[src/rtl/core/vhb_pkg.sv]
`default_nettype none

package vhb_pkg;

   // Default sizes handed to the top level.
   localparam int NUM_BINS_DEF    = 1024;
   localparam int SAMPLE_BITS_DEF = 32;

   // Field widths fixed by the interface.
   localparam int OPCODE_W  = 2;
   localparam int STATUS_W  = 2;
   localparam int INDEX_W   = 10;
   localparam int COUNT_W   = 32;
   localparam int SUM_W     = 64;
   localparam int CSR_IDX_W = 8;
   localparam int CSR_W     = 32;
   localparam int USED_W    = 11;

   // Wide enough to hold any bin number up to the largest store, plus one.
   localparam int BIN_EXT_W = 17;

   // Operation codes.
   localparam logic [OPCODE_W-1:0] OP_ADD_SAMPLE = 2'd0;
   localparam logic [OPCODE_W-1:0] OP_READ_BIN   = 2'd1;
   localparam logic [OPCODE_W-1:0] OP_READ_BELOW = 2'd2;
   localparam logic [OPCODE_W-1:0] OP_READ_ABOVE = 2'd3;

   // Result status codes.
   localparam logic [STATUS_W-1:0] ST_BINNED  = 2'd0;
   localparam logic [STATUS_W-1:0] ST_BELOW   = 2'd1;
   localparam logic [STATUS_W-1:0] ST_ABOVE   = 2'd2;
   localparam logic [STATUS_W-1:0] ST_READOUT = 2'd3;

   // Register indexes on the control port.
   localparam logic [CSR_IDX_W-1:0] REG_RANGE_LOW   = 8'd0;
   localparam logic [CSR_IDX_W-1:0] REG_RANGE_HIGH  = 8'd1;
   localparam logic [CSR_IDX_W-1:0] REG_BIN_SCALE   = 8'd2;
   localparam logic [CSR_IDX_W-1:0] REG_BINS_IN_USE = 8'd3;

   // Register reset values.
   localparam logic [31:0]       RANGE_LOW_RST   = 32'd0;
   localparam logic [31:0]       RANGE_HIGH_RST  = 32'd1023;
   localparam logic [31:0]       BIN_SCALE_RST   = 32'd65536;
   localparam logic [USED_W-1:0] BINS_IN_USE_RST = 11'd1024;

   localparam logic [COUNT_W-1:0] COUNT_MAX = '1;

   // Commands from the controller to the datapath.
   typedef struct packed {
      logic clear;
      logic load;
      logic diff;
      logic prod;
      logic bin;
      logic finish;
   } cmd_type;

   // Status from the datapath to the controller.
   typedef struct packed {
      logic out_free;
   } stat_type;

endpackage

`default_nettype wire

[src/rtl/core/vhb_ctrl.sv]
`default_nettype none

module vhb_ctrl #(
   parameter int NUM_BINS = vhb_pkg::NUM_BINS_DEF,
   parameter int BIN_W    = 10
) (
   input  wire logic                 clock,
   input  wire logic                 reset,
   input  wire logic                 req_valid,
   output logic                      req_ready,
   input  wire vhb_pkg::stat_type    stat,
   output vhb_pkg::cmd_type          cmd,
   output logic [BIN_W-1:0]          clr_addr
);

   typedef enum logic [6:0] {
      S_CLEAR = 7'b0000001,
      S_IDLE  = 7'b0000010,
      S_DIFF  = 7'b0000100,
      S_PROD  = 7'b0001000,
      S_BIN   = 7'b0010000,
      S_READ  = 7'b0100000,
      S_DONE  = 7'b1000000
   } state_type;

   localparam logic [BIN_W-1:0] LAST_ADDR = BIN_W'(NUM_BINS - 1);

   state_type        state_ff, state_in;
   logic [BIN_W-1:0] clr_cnt_ff, clr_cnt_in;
   logic             accept;
   logic             clr_last;

   assign req_ready = (state_ff == S_IDLE);
   assign accept    = req_valid && req_ready;
   assign clr_last  = (clr_cnt_ff == LAST_ADDR);
   assign clr_addr  = clr_cnt_ff;

   // Next state and commands.
   always_comb begin
      state_in   = state_ff;
      clr_cnt_in = clr_cnt_ff;
      cmd        = '0;
      case (state_ff)
         S_CLEAR: begin
            cmd.clear  = 1'b1;
            clr_cnt_in = clr_cnt_ff + 1'b1;
            if (clr_last) begin
               state_in = S_IDLE;
            end
         end
         S_IDLE: begin
            if (accept) begin
               cmd.load = 1'b1;
               state_in = S_DIFF;
            end
         end
         S_DIFF: begin
            cmd.diff = 1'b1;
            state_in = S_PROD;
         end
         S_PROD: begin
            cmd.prod = 1'b1;
            state_in = S_BIN;
         end
         S_BIN: begin
            cmd.bin  = 1'b1;
            state_in = S_READ;
         end
         S_READ: begin
            state_in = S_DONE;
         end
         S_DONE: begin
            if (stat.out_free) begin
               cmd.finish = 1'b1;
               state_in   = S_IDLE;
            end
         end
         default: begin
            state_in = S_CLEAR;
         end
      endcase
   end

   // State registers; reset restarts the clearing pass.
   always_ff @(posedge clock) begin
      if (reset) begin
         state_ff   <= S_CLEAR;
         clr_cnt_ff <= '0;
      end else begin
         state_ff   <= state_in;
         clr_cnt_ff <= clr_cnt_in;
      end
   end

   // An accepted item always moves straight into the difference step.
   a_accept_to_diff: assert property (@(posedge clock) disable iff (reset)
      accept |=> state_ff == S_DIFF)
      else $error("accepted item did not start processing");

   // The clearing pass ends after the last entry.
   a_clear_ends: assert property (@(posedge clock) disable iff (reset)
      (state_ff == S_CLEAR) && clr_last |=> state_ff == S_IDLE)
      else $error("clearing pass did not end at the last entry");

   // A finished item returns the controller to idle.
   a_done_to_idle: assert property (@(posedge clock) disable iff (reset)
      (state_ff == S_DONE) && stat.out_free |=> state_ff == S_IDLE)
      else $error("controller did not return to idle after finishing");

endmodule

`default_nettype wire

[config.mk]
export PLATFORM = sky130hd
export DESIGN_NAME = vhb_ctrl
export DESIGN_NICKNAME = d
export VERILOG_FILES = /design/src/rtl/core/vhb_pkg.sv /design/src/rtl/core/vhb_ctrl.sv
export SDC_FILE = /design/constraint.sdc
export NUM_CORES = 1
export LEC_CHECK = 0
export BUFFER_PORTS_ARGS = -buffer_cell sky130_fd_sc_hd__buf_2
export CORE_MARGIN = 8
export CORE_UTILIZATION = 35
export CTS_BUF_LIST = sky130_fd_sc_hd__clkbuf_16
export DETAILED_ROUTE_END_ITERATION = 8
export PLACE_DENSITY = 0.6
export SLEW_MARGIN = 5
export SYNTH_ARGS = -nofsm -noshare
export SYNTH_HDL_FRONTEND = slang
export SYNTH_SLANG_ARGS = --single-unit
export TNS_END_PERCENT = 20
[constraint.sdc]
create_clock -name clock -period 2.4 [get_ports clock]
set_input_delay 0 -clock clock [delete_from_list [all_inputs] [get_ports clock]]
set_output_delay 0 -clock clock [all_outputs]
set_load 0.05 [all_outputs]
* After elaboration in Yosys (flattened, before gate mapping)
Index checks and enable logic that the tools add are counted.
** Cells by class
- Add/sub/neg operators :: 1
- Equal/unequal tests :: 11
- Multiplexer cells :: 12
- Reductions and logical operators :: 2
** Operator list (count)
- $pmux 7 s7 :: 1
- $mux 7 :: 3
- $add 10x1->10 const B :: 1
- $eq 10x10->1 const B :: 1
- $mux 1 :: 8
- $eq 7x1->1 const B :: 1
- $eq 7x2->1 const B :: 1
- $eq 7x3->1 const B :: 1
- $eq 7x4->1 const B :: 1
- $eq 7x5->1 const B :: 1
- $eq 7x6->1 const B :: 1
- $eq 7x7->1 const B :: 1
- $ne 2x2->1 const B :: 2
- $reduce_and 3->1 :: 1
- $ne 2x1->1 const B :: 1
- $logic_and 1x1->1 :: 1
** Storage, ports and cells
- Bits in registers :: 17
- Bits of input ports :: 4
- Output and inout bits :: 17
- Word-level logic and storage cells :: 28

* Logic depth before layout (Yosys ltp)
Gate-level depths: netlist (run 1).
- Depth in word-level cells :: 4
- Mapped depth :: 6
- Mapped depth without buffers :: 6

* Worst setup path before layout (run 1)
OpenSTA, ideal clock, no wires.
- Kind :: register to register
- Start point :: register state_ff[2]
- End point :: register state_ff[5]
- Library setup time :: 0.096 ns
- Arrival time :: 2.267 ns
- Path slack :: 0.036 ns
- Stages on the path, launching flop included :: 5
- Path buffers :: 0
- Path through :: dfxtp_1 > nor3_1 > nand2_1 > nor3b_1 > nor4b_1
** On the way
- Word-level cells in the longest chain between the ends :: 4
** RTL lines
- from (decl) :: line vhb_ctrl.sv:28 : state_type state_ff, state_in;
- from (signal assigned) :: line vhb_ctrl.sv:90 : state_ff <= state_in;
- $eq 7x2->1 :: line vhb_ctrl.sv:33, vhb_ctrl.sv:43
- $logic_and 1x1->1 :: line vhb_ctrl.sv:34 : assign accept = req_valid && req_ready;
- $ne 2x1->1 (no source line)
- $reduce_and 3->1 (no source line)
Parallel ways exist; a longest one is shown, timed or not.
A chain may end at the register's enable or synchronous reset.

==> summary.json, run 1 <==
{
  "synth-seq-cells": 17,
  "io_count": 21,
  "synth_top_family_by_area": "simple AND/OR/NAND/NOR gates",
  "finalWorstPathRequiredPeriod_ns": 1.798,
  "crit_buf_inv": 1,
  "ctsRootBufferMaster": "sky130_fd_sc_hd__clkbuf_16",
  "grt_pass1_vias": 753,
  "critical_path.cell_chain": "or4_1 > nor4b_2 > buf_2",
  "worstSetupStartpoint": "state_ff[5]$_SDFFE_PP0P_",
  "critical_path.max_fanout": 6,
  "yosys_warnings": 0,
  "critical_path.reg2reg.startpoint": "state_ff[5]$_SDFFE_PP0P_",
  "design_power_total_mw": 0.7829,
  "cellPowerDensity_nw_per_um2": 737.8,
  "critical_path.slowest_cell": "sky130_fd_sc_hd__or4_1",
  "max_slew.worst_pin.slew_ns": 0.4310,
  "synth.largest_area_cell": "sky130_fd_sc_hd__dfxtp_1",
  "seq_area_frac_synth": 0.3994,
  "placeableCoreArea_um2": 2387,
  "grt_antenna_before_repair": 0,
  "routed_wl_um": 2056,
  "post-route-worst-setup-slack_ns": 0.6025,
  "netlist-cell-type-count": 33,
  "synthDominantCellAreaShare": 0.3994,
  "drt.antenna.violating_nets": 0,
  "final.fill_count": 262,
  "dpl_worst_slack_ns": 0.6937,
  "floorplan.die_area_um2": 4269,
  "worstHoldStart": "reset",
  "initial_core_util": 0.3569,
  "worst_hold_path_type": "input pin to flip-flop",
  "timing.hold.ws_ns": 0.1087,
  "dpl-instance-area_um2": 982.2,
  "timing.critical_path.required_ns": 2.40,
  "cts.sink_count": 17,
  "crit_type": "flip-flop to output port",
  "finalInstanceArea_um2": 1061,
  "htree_num_levels": 1,
  "grt_max_degree": 18,
  "cts_tree": "built",
  "drt_pass1_iterations": 4,
  "route.detailed.vias_per_inst": 5.200,
  "mappedNetlistArea_um2": 852.1,
  "drt_drc_violations_left": 0,
  "grt_overflow_total": 0,
  "floorplan.die.height_um": 65.34,
  "synthCells": 93,
  "clkSlewWorstSetupHoldPaths_ns": 0.05,
  "groute.usage.overall": 0.1012,
  "dr_vias": 754,
  "cts-hold-fix-buffers": 0,
  "maxCapViolations": 0,
  "setup_total_negative_slack_ns": 0,
  "hpwl_um": 1530,
  "placementRows": 18,
  "timing.fmax_mhz": 556.3,
  "final.period_utilization": 0.7490,
  "synth_nets": 98,
  "outcome": "finished, final reports clean",
  "synth_fa_ha_area_frac": 0.01468,
  "final_replace_weighted_congestion": 0.7871,
  "number_of_nets_in_the_layout": 121,
  "worst_setup_path_end_kind": "output port",
  "port_buffers": 20,
  "numCtsBuffers": 3,
  "synthMuxAreaShare": 0.01322,
  "post_route_cells_drive_above_1_share": 0.2870,
  "setup_violations": 0,
  "diodes": 0,
  "category_of_the_worst_setup_path_launch_point": "flip-flop",
  "vdd_drop_max_uv": 549.6,
  "report.final.hold_viol_count": 0,
  "critical_path.top_delay_family": "simple AND/OR/NAND/NOR gates",
  "slew_headroom": 0.7113,
  "syn_area_per_cell_um2": 9.162,
  "synth_simple_gate_area_frac": 0.3744,
  "arrival_ns": 1.80,
  "floorplan.die.width_um": 65.34,
  "power.static_leakage_nw": 0.4491,
  "drt-wirelength-per-cell_um": 14.18,
  "compound_gate_portion_of_the_synthesized_area": 0.08517,
  "grt_first_pass_wirelength_um": 3484,
  "cts.repair.resized": 0,
  "cts_setup_buffers": 0,
  "clk_path_buf_depth": 2,
  "clk-insertion-delay-late_ns": 0.25,
  "grt_setup_unrepaired": "no",
  "final-max-slew-violation-count": 0,
  "critPathMaxStageDelay_ns": 0.60,
  "area_growth_pct": 24.52,
  "synthXorXnorAreaFrac": 0.09251,
  "dr.first_iter.drc_count": 17,
  "skew_final_ns": 0.003440,
  "synth.top_cells.by_area": "sky130_fd_sc_hd__dfxtp_1 40%, sky130_fd_sc_hd__xor2_1 8.2%, sky130_fd_sc_hd__nor2_1 4.4%"
}
[placed cells by master, fill, tap and decap left out]
master | Yosys | layout
sky130_fd_sc_hd__nand2_2 | 1 | 1
sky130_fd_sc_hd__clkbuf_16 | 0 | 3
sky130_fd_sc_hd__or3b_2 | 1 | 1
sky130_fd_sc_hd__nand4_1 | 2 | 2
sky130_fd_sc_hd__nor4b_2 | 2 | 2
sky130_fd_sc_hd__o21ba_2 | 1 | 1
sky130_fd_sc_hd__or2_2 | 1 | 1
sky130_fd_sc_hd__nor4b_1 | 1 | 1
sky130_fd_sc_hd__inv_1 | 1 | 2
sky130_fd_sc_hd__buf_2 | 0 | 20
sky130_fd_sc_hd__o21ai_0 | 6 | 6
sky130_fd_sc_hd__dfxtp_1 | 17 | 17
sky130_fd_sc_hd__o22ai_1 | 1 | 1
sky130_fd_sc_hd__mux2_2 | 1 | 1
sky130_fd_sc_hd__nand3_1 | 5 | 5
sky130_fd_sc_hd__nor4_4 | 1 | 1
sky130_fd_sc_hd__and3_1 | 1 | 1
sky130_fd_sc_hd__nand2_1 | 6 | 6
sky130_fd_sc_hd__a41o_1 | 1 | 1
sky130_fd_sc_hd__nor3_1 | 3 | 3
sky130_fd_sc_hd__a31oi_1 | 1 | 1
sky130_fd_sc_hd__nor2b_1 | 3 | 3
sky130_fd_sc_hd__or4_1 | 1 | 1
sky130_fd_sc_hd__xnor2_1 | 1 | 1
sky130_fd_sc_hd__and4_1 | 3 | 3
sky130_fd_sc_hd__xor2_1 | 8 | 8
sky130_fd_sc_hd__inv_4 | 1 | 1
sky130_fd_sc_hd__nor3b_1 | 4 | 4
sky130_fd_sc_hd__ha_1 | 1 | 1
sky130_fd_sc_hd__or3_1 | 1 | 1
sky130_fd_sc_hd__and2_1 | 2 | 2
sky130_fd_sc_hd__nor2_1 | 10 | 10
sky130_fd_sc_hd__a21oi_1 | 2 | 2
sky130_fd_sc_hd__nand3_4 | 1 | 1
[cell families (layout without fill, tap and decap cells)]
logic type      Yosys count  after routing
compound gates           12             12
xor+xnor                  9              9
fa+ha+maj                 1              1
buf+inv                   4             26
flops                    17             17
mux                       1              1
simple gates             49             49
[synthesized netlist by cell type]
master	number
sky130_fd_sc_hd__nand3_1	5
sky130_fd_sc_hd__nand2_2	1
sky130_fd_sc_hd__clkbuf_1	2
sky130_fd_sc_hd__a31oi_1	1
sky130_fd_sc_hd__ha_1	1
sky130_fd_sc_hd__xor2_1	8
sky130_fd_sc_hd__and2_1	2
sky130_fd_sc_hd__and3_1	1
sky130_fd_sc_hd__or4_1	1
sky130_fd_sc_hd__nor2_1	10
sky130_fd_sc_hd__nand4_1	2
sky130_fd_sc_hd__nor4b_1	1
sky130_fd_sc_hd__nor3b_1	4
sky130_fd_sc_hd__nand3_4	1
sky130_fd_sc_hd__o21ai_0	6
sky130_fd_sc_hd__nor3_1	3
sky130_fd_sc_hd__xnor2_1	1
sky130_fd_sc_hd__nor4b_2	2
sky130_fd_sc_hd__o22ai_1	1
sky130_fd_sc_hd__and4_1	3
sky130_fd_sc_hd__a41o_1	1
sky130_fd_sc_hd__inv_1	1
sky130_fd_sc_hd__or2_2	1
sky130_fd_sc_hd__mux2_2	1
sky130_fd_sc_hd__nor4_4	1
sky130_fd_sc_hd__or3b_2	1
sky130_fd_sc_hd__or3_1	1
sky130_fd_sc_hd__nor2b_1	3
sky130_fd_sc_hd__o21ba_2	1
sky130_fd_sc_hd__inv_4	1
sky130_fd_sc_hd__a21oi_1	2
sky130_fd_sc_hd__nand2_1	6
sky130_fd_sc_hd__dfxtp_1	17
[sequential cells by signal, summed over array words and instances (netlist names)]
register,cells
clr_addr,10
state_ff,7
[power by group]
group,internal [mW],switching [mW]
clock,0.221,0.107
sequential,0.297,0.0193
combinational,0.0373,0.101
[metal layers]
| metal | global-route usage | up-vias | wire length [µm] |
|---|---|---|---|
| li1 | - | 378 | - |
| met1 | 0.1102 | 350 | 895 |
| met2 | 0.1685 | 24 | 980 |
| met3 | 0.05272 | 2 | 170 |
| met4 | 0.02725 | 0 | 10 |
| met5 | 0 | - | 0 |
[through the flow]
stage	std cells	util
floorplan	93	-
global placement	141	0.4114
detailed placement	141	0.4114
CTS	145	0.4444
global route	145	0.4444
finish	145	0.4444
[final cells by class]
| class | instances | area [µm²] | share of cell area |
|---|---|---|---|
| Tap cell | 30 | 37.54 | 0.03538 |
| Timing Repair Buffer | 20 | 100.1 | 0.09434 |
| Clock inverter | 1 | 3.754 | 0.003538 |
| Inverter | 2 | 10.01 | 0.009434 |
| Clock buffer | 3 | 75.07 | 0.07075 |
| Multi-Input combinational cell | 72 | 494.2 | 0.4658 |
| Sequential cell | 17 | 340.3 | 0.3208 |
[path summary, 6_finish.rpt]
| path | end | slack [ns] | depth (start not counted) |
|---|---|---|---|
| setup / recovery | cmd[2] | 0.60 | 3 |
| hold / removal | clr_addr[8]$_SDFFE_PP0N_ | 0.11 | 2 |
| setup reg to reg | state_ff[1]$_SDFFE_PP0P_ | 0.63 | 5 |
| hold reg to reg | clr_addr[7]$_SDFFE_PP0N_ | 0.50 | 2 |
No activity file was read; power rests on OpenSTA's default activity.
==> inputs of run 2 (changes only) <==
clock period = 1.7 ns   (was 2.4 ns; I/O delays follow)
==> run 2 against run 1 <==
Effect of this change: die area unchanged; design area increased by 8.7%; total power increased by 43%; worst setup slack got worse by 0.57 ns; combinational power increased by 51%; clock power increased by 40%; wire length decreased by 5.4%; flip-flop and latch count unchanged; sequential share of layout area decreased by 2.2 points; critical path type unchanged; critical endpoint unchanged; highest routed layer unchanged.
==> summary.json, run 2 (synthesis results as in run 1) <==
{
  "dpl-instance-area": {"value": 1055, "unit": "µm²", "change": "+7.4%"},
  "dr_vias": {"value": 773, "change": "+2.5%"},
  "grt_antenna_before_repair": {"value": 0, "change": "unchanged"},
  "grt_first_pass_wirelength": {"value": 3284, "unit": "µm", "change": "-5.7%"},
  "drt.antenna.violating_nets": {"value": 0, "change": "unchanged"},
  "initial_core_util": {"value": 0.3569, "change": "unchanged"},
  "timing.critical_path.required": {"value": 1.70, "unit": "ns", "change": "-0.70 ns"},
  "placeableCoreArea": {"value": 2387, "unit": "µm²", "change": "unchanged"},
  "dr.first_iter.drc_count": {"value": 21, "change": "+4"},
  "final-max-slew-violation-count": {"value": 0, "change": "unchanged"},
  "place_inst": {"value": 146, "change": "+3.5%"},
  "cellPowerDensity": {"value": 968.2, "unit": "nW/µm²", "change": "+31%"},
  "post_route_cells_drive_above_1_share": {"value": 0.3750, "change": "+0.08804"},
  "clk_path_buf_depth": {"value": 2, "change": "unchanged"},
  "drt_pass1_iterations": {"value": 4, "change": "unchanged"},
  "area_growth_pct": 35.39,
  "htree_num_levels": {"value": 1, "change": "unchanged"},
  "layout_common_cells": "17 x sky130_fd_sc_hd__buf_2, 14 x sky130_fd_sc_hd__dfxtp_1, 10 x sky130_fd_sc_hd__nor2_1",
  "design_power_total": {"value": 1.117, "unit": "mW", "change": "+43%"},
  "final_replace_weighted_congestion": {"value": 0.7940, "change": "+0.88%"},
  "port_buffers": {"value": 20, "change": "unchanged"},
  "worst_hold_path_type": "input pin to flip-flop",
  "timing.hold.ws": {"value": 0.1152, "unit": "ns", "change": "+0.006478 ns"},
  "routed_wl": {"value": 1946, "unit": "µm", "change": "-5.4%"},
  "finalWorstPathRequiredPeriod_ns": 1.665,
  "report.final.hold_viol_count": {"value": 0, "change": "unchanged"},
  "worst_setup_path_end_kind": "output port",
  "drt-wirelength-per-cell": {"value": 12.97, "unit": "µm", "change": "-8.5%"},
  "final.period_utilization": 0.9795,
  "cts-hold-fix-buffers": {"value": 0, "change": "unchanged"},
  "power.static_leakage": {"value": 0.4811, "unit": "nW", "change": "+7.1%"},
  "grt_pass1_vias": {"value": 756, "change": "+0.40%"},
  "grt_setup_unrepaired": "yes",
  "diodes": {"value": 0, "change": "unchanged"},
  "largest_reg_flops": {"value": 10, "change": "unchanged"},
  "setup_violations": {"value": 0, "change": "unchanged"},
  "critical_path.max_fanout": {"value": 6, "change": "unchanged"},
  "timing.fmax_mhz": 600.5,
  "slew_headroom": {"value": 0.7695, "change": "+0.05815"},
  "cts.sink_count": {"value": 17, "change": "unchanged"},
  "ff2ff_setup_slack": {"value": 0.08, "unit": "ns", "change": "-0.55 ns"},
  "placementRows": {"value": 18, "change": "unchanged"},
  "clkSlewWorstSetupHoldPaths": {"value": 0.05, "unit": "ns", "change": "about the same"},
  "number_of_nets_in_the_layout": {"value": 126, "change": "+4.1%"},
  "category_of_the_worst_setup_path_launch_point": "flip-flop",
  "cts_tree": "built",
  "max_slew.worst_pin.slew": {"value": 0.3453, "unit": "ns", "change": "-0.08569 ns"},
  "vdd_drop_max": {"value": 600.6, "unit": "µV", "change": "+9.3%"},
  "arrival": {"value": 1.67, "unit": "ns", "change": "-0.13 ns"},
  "floorplan.die.height": {"value": 65.34, "unit": "µm", "change": "unchanged"},
  "clk-insertion-delay-late": {"value": 0.25, "unit": "ns", "change": "about the same"},
  "drt_drc_violations_left": {"value": 0, "change": "unchanged"},
  "outcome": "finished, final reports clean",
  "layout.cells.non_filler": {"value": 150, "change": "+3.4%"},
  "crit_type": "flip-flop to output port",
  "cts_setup_buffers": {"value": 0, "change": "unchanged"},
  "ctsRootBufferMaster": "sky130_fd_sc_hd__clkbuf_16",
  "grt_max_degree": {"value": 18, "change": "unchanged"},
  "finalInstanceArea": {"value": 1154, "unit": "µm²", "change": "+8.7%"},
  "grt_overflow_total": {"value": 0, "change": "unchanged"},
  "maxCapViolations": {"value": 0, "change": "unchanged"},
  "mostFrequentLayoutCell": "sky130_fd_sc_hd__buf_2",
  "finalCoreUtilization": {"value": 0.4832, "change": "+0.03879"},
  "hpwl": {"value": 1530, "unit": "µm", "change": "about the same"},
  "route.detailed.vias_per_inst": {"value": 5.153, "change": "-0.90%"},
  "numCtsBuffers": {"value": 3, "change": "unchanged"},
  "skew_final": {"value": 0.004793, "unit": "ns", "change": "+0.001353 ns"},
  "groute.usage.overall": {"value": 0.09625, "change": "-0.004971"},
  "io_count": {"value": 21, "change": "unchanged"},
  "floorplan.die_area": {"value": 4269, "unit": "µm²", "change": "unchanged"},
  "floorplan.die.width": {"value": 65.34, "unit": "µm", "change": "unchanged"}
}
[run 2: power by group]
| part | switching (mW) | internal (mW) | leakage (nW) | total [mW] |
|---|---|---|---|---|
| combinational | 0.143 | 0.0660 | 0.300 | 0.209 |
| clock | 0.146 | 0.312 | 0.0423 | 0.458 |
| sequential | 0.0273 | 0.423 | 0.139 | 0.450 |
| total | 0.316 | 0.801 | 0.481 | 1.12 |
[run 2: per-stage QoR]
stage,worst slack (ns),TNS [ns]
3_3_place_gp,0.1324,0
5_1_grt,-0.01924,-0.01924
4_1_cts,-0.005180,-0.005180
6_report,0.03483,0
3_5_place_dp,0.05612,0
2_1_floorplan,-0.2297,-0.7824
[run 2: cell type report]
class                           instances  area [µm²]
Clock inverter                          1       3.754
Timing Repair Buffer                   25       152.6
Fill cell                             247        1234
Sequential cell                        17       344.1
Inverter                                2       10.01
Clock buffer                            3       75.07
Multi-Input combinational cell         72       530.5
Tap cell                               30       37.54
[run 2: worst max-delay path, stage by stage (launching register included)]
cell and delay, ns:
sky130_fd_sc_hd__dfxtp_2 0.36, sky130_fd_sc_hd__or4_4 0.56, sky130_fd_sc_hd__nor4b_4 0.30, sky130_fd_sc_hd__buf_6 0.20
[run 2: timing repair]
action,4_1_cts,5_1_grt
resized for setup,4,2
setup endpoints to repair,3,6
cloned,0,0
pin swaps,0,2
[run 2: layer usage]
layer  track usage  up-vias  share of wire
met2        0.1648       17           0.48
li1              -      391              -
met1        0.1031      360           0.45
met5             0        -              0
met4       0.05722        0          0.024
met3       0.02721        5          0.046
[run 2: final timing paths]
path	startpoint	endpoint	depth (start not counted)
setup / recovery	state_ff[5]$_SDFFE_PP0P_	cmd[2]	3
hold / removal	reset	clr_addr[4]$_SDFFE_PP0N_	2
setup reg to reg	state_ff[4]$_SDFFE_PP0P_	clr_addr[9]$_SDFFE_PP0N_	6
hold reg to reg	clr_addr[1]$_SDFFE_PP0N_	clr_addr[1]$_SDFFE_PP0N_	2
